[src/hdl/plc_pkg.sv]
// Package: sizes, codes and control types of the positional list engine.
package plc_pkg;

  localparam int CAPACITY = 128;
  localparam int IDX_W    = $clog2(CAPACITY);
  localparam int LEN_W    = 8;
  localparam int DATA_W   = 32;
  localparam int POS_W    = 8;

  typedef enum logic [1:0] {
    OP_GET    = 2'd0,
    OP_INSERT = 2'd1,
    OP_DELETE = 2'd2
  } op_t;

  typedef enum logic [1:0] {
    ST_OK     = 2'd0,
    ST_BADPOS = 2'd1,
    ST_FULL   = 2'd2
  } status_t;

  typedef struct packed {
    logic             ins;
    logic             del;
    logic [IDX_W-1:0] slot;
  } cell_ctrl_t;

endpackage

[src/hdl/plc_cell.sv]
// One storage cell of the list chain: holds an element, shifts with its neighbors.
module plc_cell (
  input  logic                      clk,
  input  plc_pkg::cell_ctrl_t       ctrl,
  input  logic [plc_pkg::IDX_W-1:0] cell_idx,
  input  logic signed [31:0]        from_left,
  input  logic signed [31:0]        from_right,
  input  logic signed [31:0]        ins_value,
  output logic signed [31:0]        q
);
  import plc_pkg::*;

  logic signed [DATA_W-1:0] q_next;

  always_comb begin
    q_next = q;
    priority if (ctrl.ins && (cell_idx > ctrl.slot)) begin
      q_next = from_left;
    end else if (ctrl.ins && (cell_idx == ctrl.slot)) begin
      q_next = ins_value;
    end else if (ctrl.del && (cell_idx >= ctrl.slot)) begin
      q_next = from_right;
    end else begin
      q_next = q;
    end
  end

  always_ff @(posedge clk) begin
    q <= q_next;
  end

endmodule

[config.mk]
export PLATFORM = sky130hd
export DESIGN_NAME = plc_cell
export DESIGN_NICKNAME = d
export VERILOG_FILES = /design/src/hdl/plc_pkg.sv /design/src/hdl/plc_cell.sv
export SDC_FILE = /design/constraint.sdc
export NUM_CORES = 1
export LEC_CHECK = 0
export BUFFER_PORTS_ARGS = -buffer_cell sky130_fd_sc_hd__buf_2
export CAP_MARGIN = 10
export CORE_UTILIZATION = 38
export DETAILED_ROUTE_END_ITERATION = 16
export PLACE_DENSITY = 0.8
export SYNTH_ARGS = -nofsm -noshare
export SYNTH_HDL_FRONTEND = slang
export SYNTH_SLANG_ARGS = --single-unit
[constraint.sdc]
create_clock -name clk -period 4.2 [get_ports clk]
set_input_delay 0.21 -clock clk [delete_from_list [all_inputs] [get_ports clk]]
set_output_delay 0.21 -clock clk [all_outputs]
set_load 0.1 [all_outputs]
Yosys cells after proc, flatten, opt, wreduce, memory -nomap -nowiden --
Cells that the tools add are included.
Word-level totals: bits in writable memories 0, latch bits 0, ROM bits 0, bits of input ports 113, memories kept 0, bits in registers 32, logic and storage cells 11
Operators by class: equal/unequal tests 1, $lt $le $gt $ge 2, $mul 0, add/sub/neg operators 0, reductions and logical operators 4, muxes and demuxes 3, divide/modulo/power cells 0, shift operators 0, bitwise gates (word level) 0
Operators by type and width (count):
- $mux 32 | 3
- $eq 7x7->1 | 1
- $ge 7x7->1 | 1
- $gt 7x7->1 | 1
- $logic_and 1x1->1 | 3
- $reduce_bool 3->1 | 1

Longest topological paths before layout --
depth in word-level cells 5, mapped depth 8

Worst setup path before layout --
No wires, ideal clock.
path kind input port to flip-flop, from input ctrl[6] (netlist bit), to register q[10], data pin, required time 3940 ps, library setup time 260 ps, buffers on the path 2, setup slack 2091 ps, stages on the path 8, data arrival time 1849 ps, path through inv_1 -> ha_1 -> nand4_2 -> or3_1 -> buf_6 -> buf_6 -> mux2_4 -> mux2_4
On the way: word-level cells in the longest chain between the ends 4, elaborated cells on any way between the ends 6
RTL lines:
- start: declaration | line plc_cell.sv:4 | input plc_pkg::cell_ctrl_t ctrl,
- branches (longest 3 deep; another with $gt 7x7->1)
- $mux 32 * | line plc_cell.sv:17 | priority if (ctrl.ins && (cell_idx > ctrl.slot)) begin
- net q_next[10] | line plc_cell.sv:13 | logic signed [DATA_W-1:0] q_next;
- end signal: assignment | line plc_cell.sv:29 | q <= q_next;
- end: declaration | line plc_cell.sv:9 | output logic signed [31:0] q
Mark *: on every way through the listed nets, which the timed path passes. A chain may end at the register's enable or synchronous reset.

Worst setup path in the final report --
from input ctrl[6] (netlist bit), to register q[25], data pin
Same word-level chain as after synthesis.

==> parameters.txt <==
Parameter                              Value

Pwr
  Switching share of total power ... 0.4305
  Switching component of the power ... 0.5567 mW
  Peak VDD IR ... between 0.2 and 0.25 mV
  Sequential Power Share ... 0.329
  Clock network fraction of design power ... 0.218
  Power density over the cells ... 422.6 nW/um^2
  Leakage Power ... 1.636 nW
  Int Pwr ... 0.7365 mW
  Combinational share of power ... 0.453

CTS
  Clock slew at the register clock pins of the worst setup and hold paths ... roughly 70 ps
  Htree depth ... 2
  CTS sink cnt ... 32
  Buffer levels on the longest clock path ... 2
  Buffer cell driving the clock tree root ... clkbuf_8
  Number of setup buffers added after CTS ... 0
  TritonCTS Buffers ... 5
  TritonCTS clock tree ... done
  Number of gates resized after CTS ... 0
  Count of hold-fix buffers inserted at cts ... 0

GRT
  Antenna violations before repair ... 0
  Maximum number of pins on one net before global-route repair ... 33
  Wire length of the first global-routing pass ... around 7.7 mm
  Via count of the first global-routing pass ... 1647
  Sum of overflow across all layers after global routing ... 0
  Total global-route track usage ... 0.1672

Critical path
  Delay-heaviest family, CP ... simple AND/OR/NAND/NOR gates
  Cell with the largest stage delay on the worst path ... or3_2
  WP buf/inv ... 2
  Required @ worst endpoint ... 4220 ps
  Class of the most critical setup path ... in -> reg
  Most numerous cell on the critical path ... mux2_4
  Largest stage delay on the critical path ... 920 ps
  Crit path DAT ... 2470 ps
  Worst setup path startpoint ... ctrl[6]
  Endpoint kind of the worst setup timing path ... flop
  Top fanout value on the critical path ... 32
  Type of element launching the critical path ... input pin
  Critical path cell sequence ... buf_2, inv_1, ha_1, nand4_2, or3_2, mux2_4, mux2_4

Placement
  Routability Congestion ... 0.7435
  Number of port buffers ... roughly 140
  Half-perimeter wire length after detailed placement ... 4.048 mm
  DP Cell Count ... 342
  Placed cell area ... 2953 um^2

Timing
  Min Clock Period, post-route ... 2448 ps
  Crit share post-route ... 0.5829
  Maximum achievable frequency ... 408.5 MHz
  Worst hold margin ... 234.0 ps
  Slew at the pin with the worst max-slew slack ... 1013 ps
  Final setup fails ... 0
  Final total negative setup slack ... 0 ps
  Unrepaired setup endpoints after global routing ... false
  Number of hold violations in the final report ... 0
  Slew Limit Headroom ... 0.3248
  Slew Viols, Final ... 0

Floorplanning
  Starting density of the core ... 0.3948
  Core area ... 5540 um^2
  Num rows ... 27
  Overall die width ... 77.87 um
  Boundary Pins ... 145
  Height of the die ... 77.87 um
  DIE AREA ... 6063 um^2

Hold path
  Number of cells traversed by the worst hold path ... 2
  Hold wc startpoint ... from_left[18]
  Worst-case hold path end point ... q[18]
  Classification of the worst-slack hold path ... in -> reg

Finish
  Area growth from synthesis to layout ... 39.93%
  Number of inserted diodes ... 0
  Final Instance Area ... 3060 um^2
  Fraction of final layout cells sized beyond drive strength 1 ... 0.7914
  Leading cell types in the layout, fill and taps excluded ... 144 x buf_2, 60 x mux2_4, 32 x edfxtp_1, 8 x inv_1, 7 x ha_1
  Final-layout fill cell count ... approximately 470
  Largest regs ... q (32)
  Finished Layout Cells ... 350
  Max reg flops ... 32
  # nets final ... 397
  Leading cell type in the layout, fill and taps excluded ... buf_2
  Finished Core Util ... 0.5524
  Biggest register ... q

Logic synthesis
  Average size of a mapped cell ... around 17 um^2
  Area fraction of the dominant cell type after synthesis ... 0.4394
  Top post-synthesis cells by area ... edfxtp_1 44%, mux2_4 41%, ha_1 4.0%
  Sequential element share of the synthesized area ... 0.4394
  Synth cell types ... 16
  Net count after synthesis ... 251
  Post-synthesis instance total ... 131
  Synth Cell Area ... between 2000 and 2500 um^2
  Cell accounting for the most synthesized area ... edfxtp_1
  Synth warnings ... 0
  Flip-flop and latch count after synthesis ... 32

Detailed routing
  Number of detailed-route iterations in the first pass ... 4
  Total via count after detailed routing ... 1604
  Final wirelength ... between 5 and 6 mm
  Number of vias per cell ... 4.583
  Detailed Route Iter0 Violations ... 27
  Wire per inst ... 14.39 um
  Antenna-violating nets left ... 0
  # DRC ... 0

Run status
  Result of the run ... finished, final reports clean

Flow run
  Reported max-cap violation count ... 0
[power by group through the flow]
stage                     logic [mW]  registers [mW]  clock network (mW)
after floorplan                0.118           0.788                   0
after global placement         0.584           0.431                   0
after detailed placement       0.589           0.433                   0
after CTS                      0.590           0.426               0.293
after global routing           0.606           0.430               0.301
final                          0.586           0.425               0.282
[area by class of cell]
class	instances	area, um^2	share of cell area
sequential	32	960.9	0.3140
clock inverter	2	35.03	0.01145
clock buffer	6	72.57	0.02371
timing repair buffer	146	735.7	0.2404
multi-input combinational	84	1136	0.3712
tap	72	90.09	0.02944
inverter	8	30.03	0.009812
[how the worst max path moves through the flow]
stage             to  cells after the start
2_1_floorplan  q[10]                      8
3_3_place_gp   q[25]                      7
3_5_place_dp   q[20]                      7
4_1_cts         q[9]                      8
5_1_grt         q[9]                      8
6_report       q[25]                      7
[logic make-up after synthesis]
| kind of cell | share of synthesized area |
|---|---|
| compound gates | 0.02231 |
| mux | 0.4325 |
| simple gates | 0.01602 |
| fa+ha+maj | 0.04004 |
| flops | 0.4394 |
| buf+inv | 0.04977 |
[routing by layer]
| layer | GRT usage | vias to the layer above | routed length (um) |
|---|---|---|---|
| met5 | 0 | - | 0 |
| met4 | 0.05660 | 0 | 56 |
| met3 | 0.04235 | 7 | 387 |
| met2 | 0.2947 | 82 | 2598 |
| met1 | 0.1960 | 726 | 1993 |
| li1 | - | 789 | - |
[cell usage after synthesis]
cell type and number:
nand3_1 1, mux2_4 60, ha_1 7, inv_1 8
or3_1 1, o21ai_0 1, a21oi_1 4, o221ai_1 1
nand4_2 1, edfxtp_1 32, a31oi_1 1, o22a_1 1
nand3b_1 1, buf_6 7, mux2_2 4, nand2_1 1
[per-stage QoR]
step / worst slack (ps) / power (mW)
2_1_floorplan: 2091 / 0.9062
3_3_place_gp: 1486 / 1.014
3_5_place_dp: 1440 / 1.021
4_1_cts: 1723 / 1.309
5_1_grt: 1632 / 1.336
6_report: 1752 / 1.293
No activity file was read; power rests on OpenSTA's default activity.
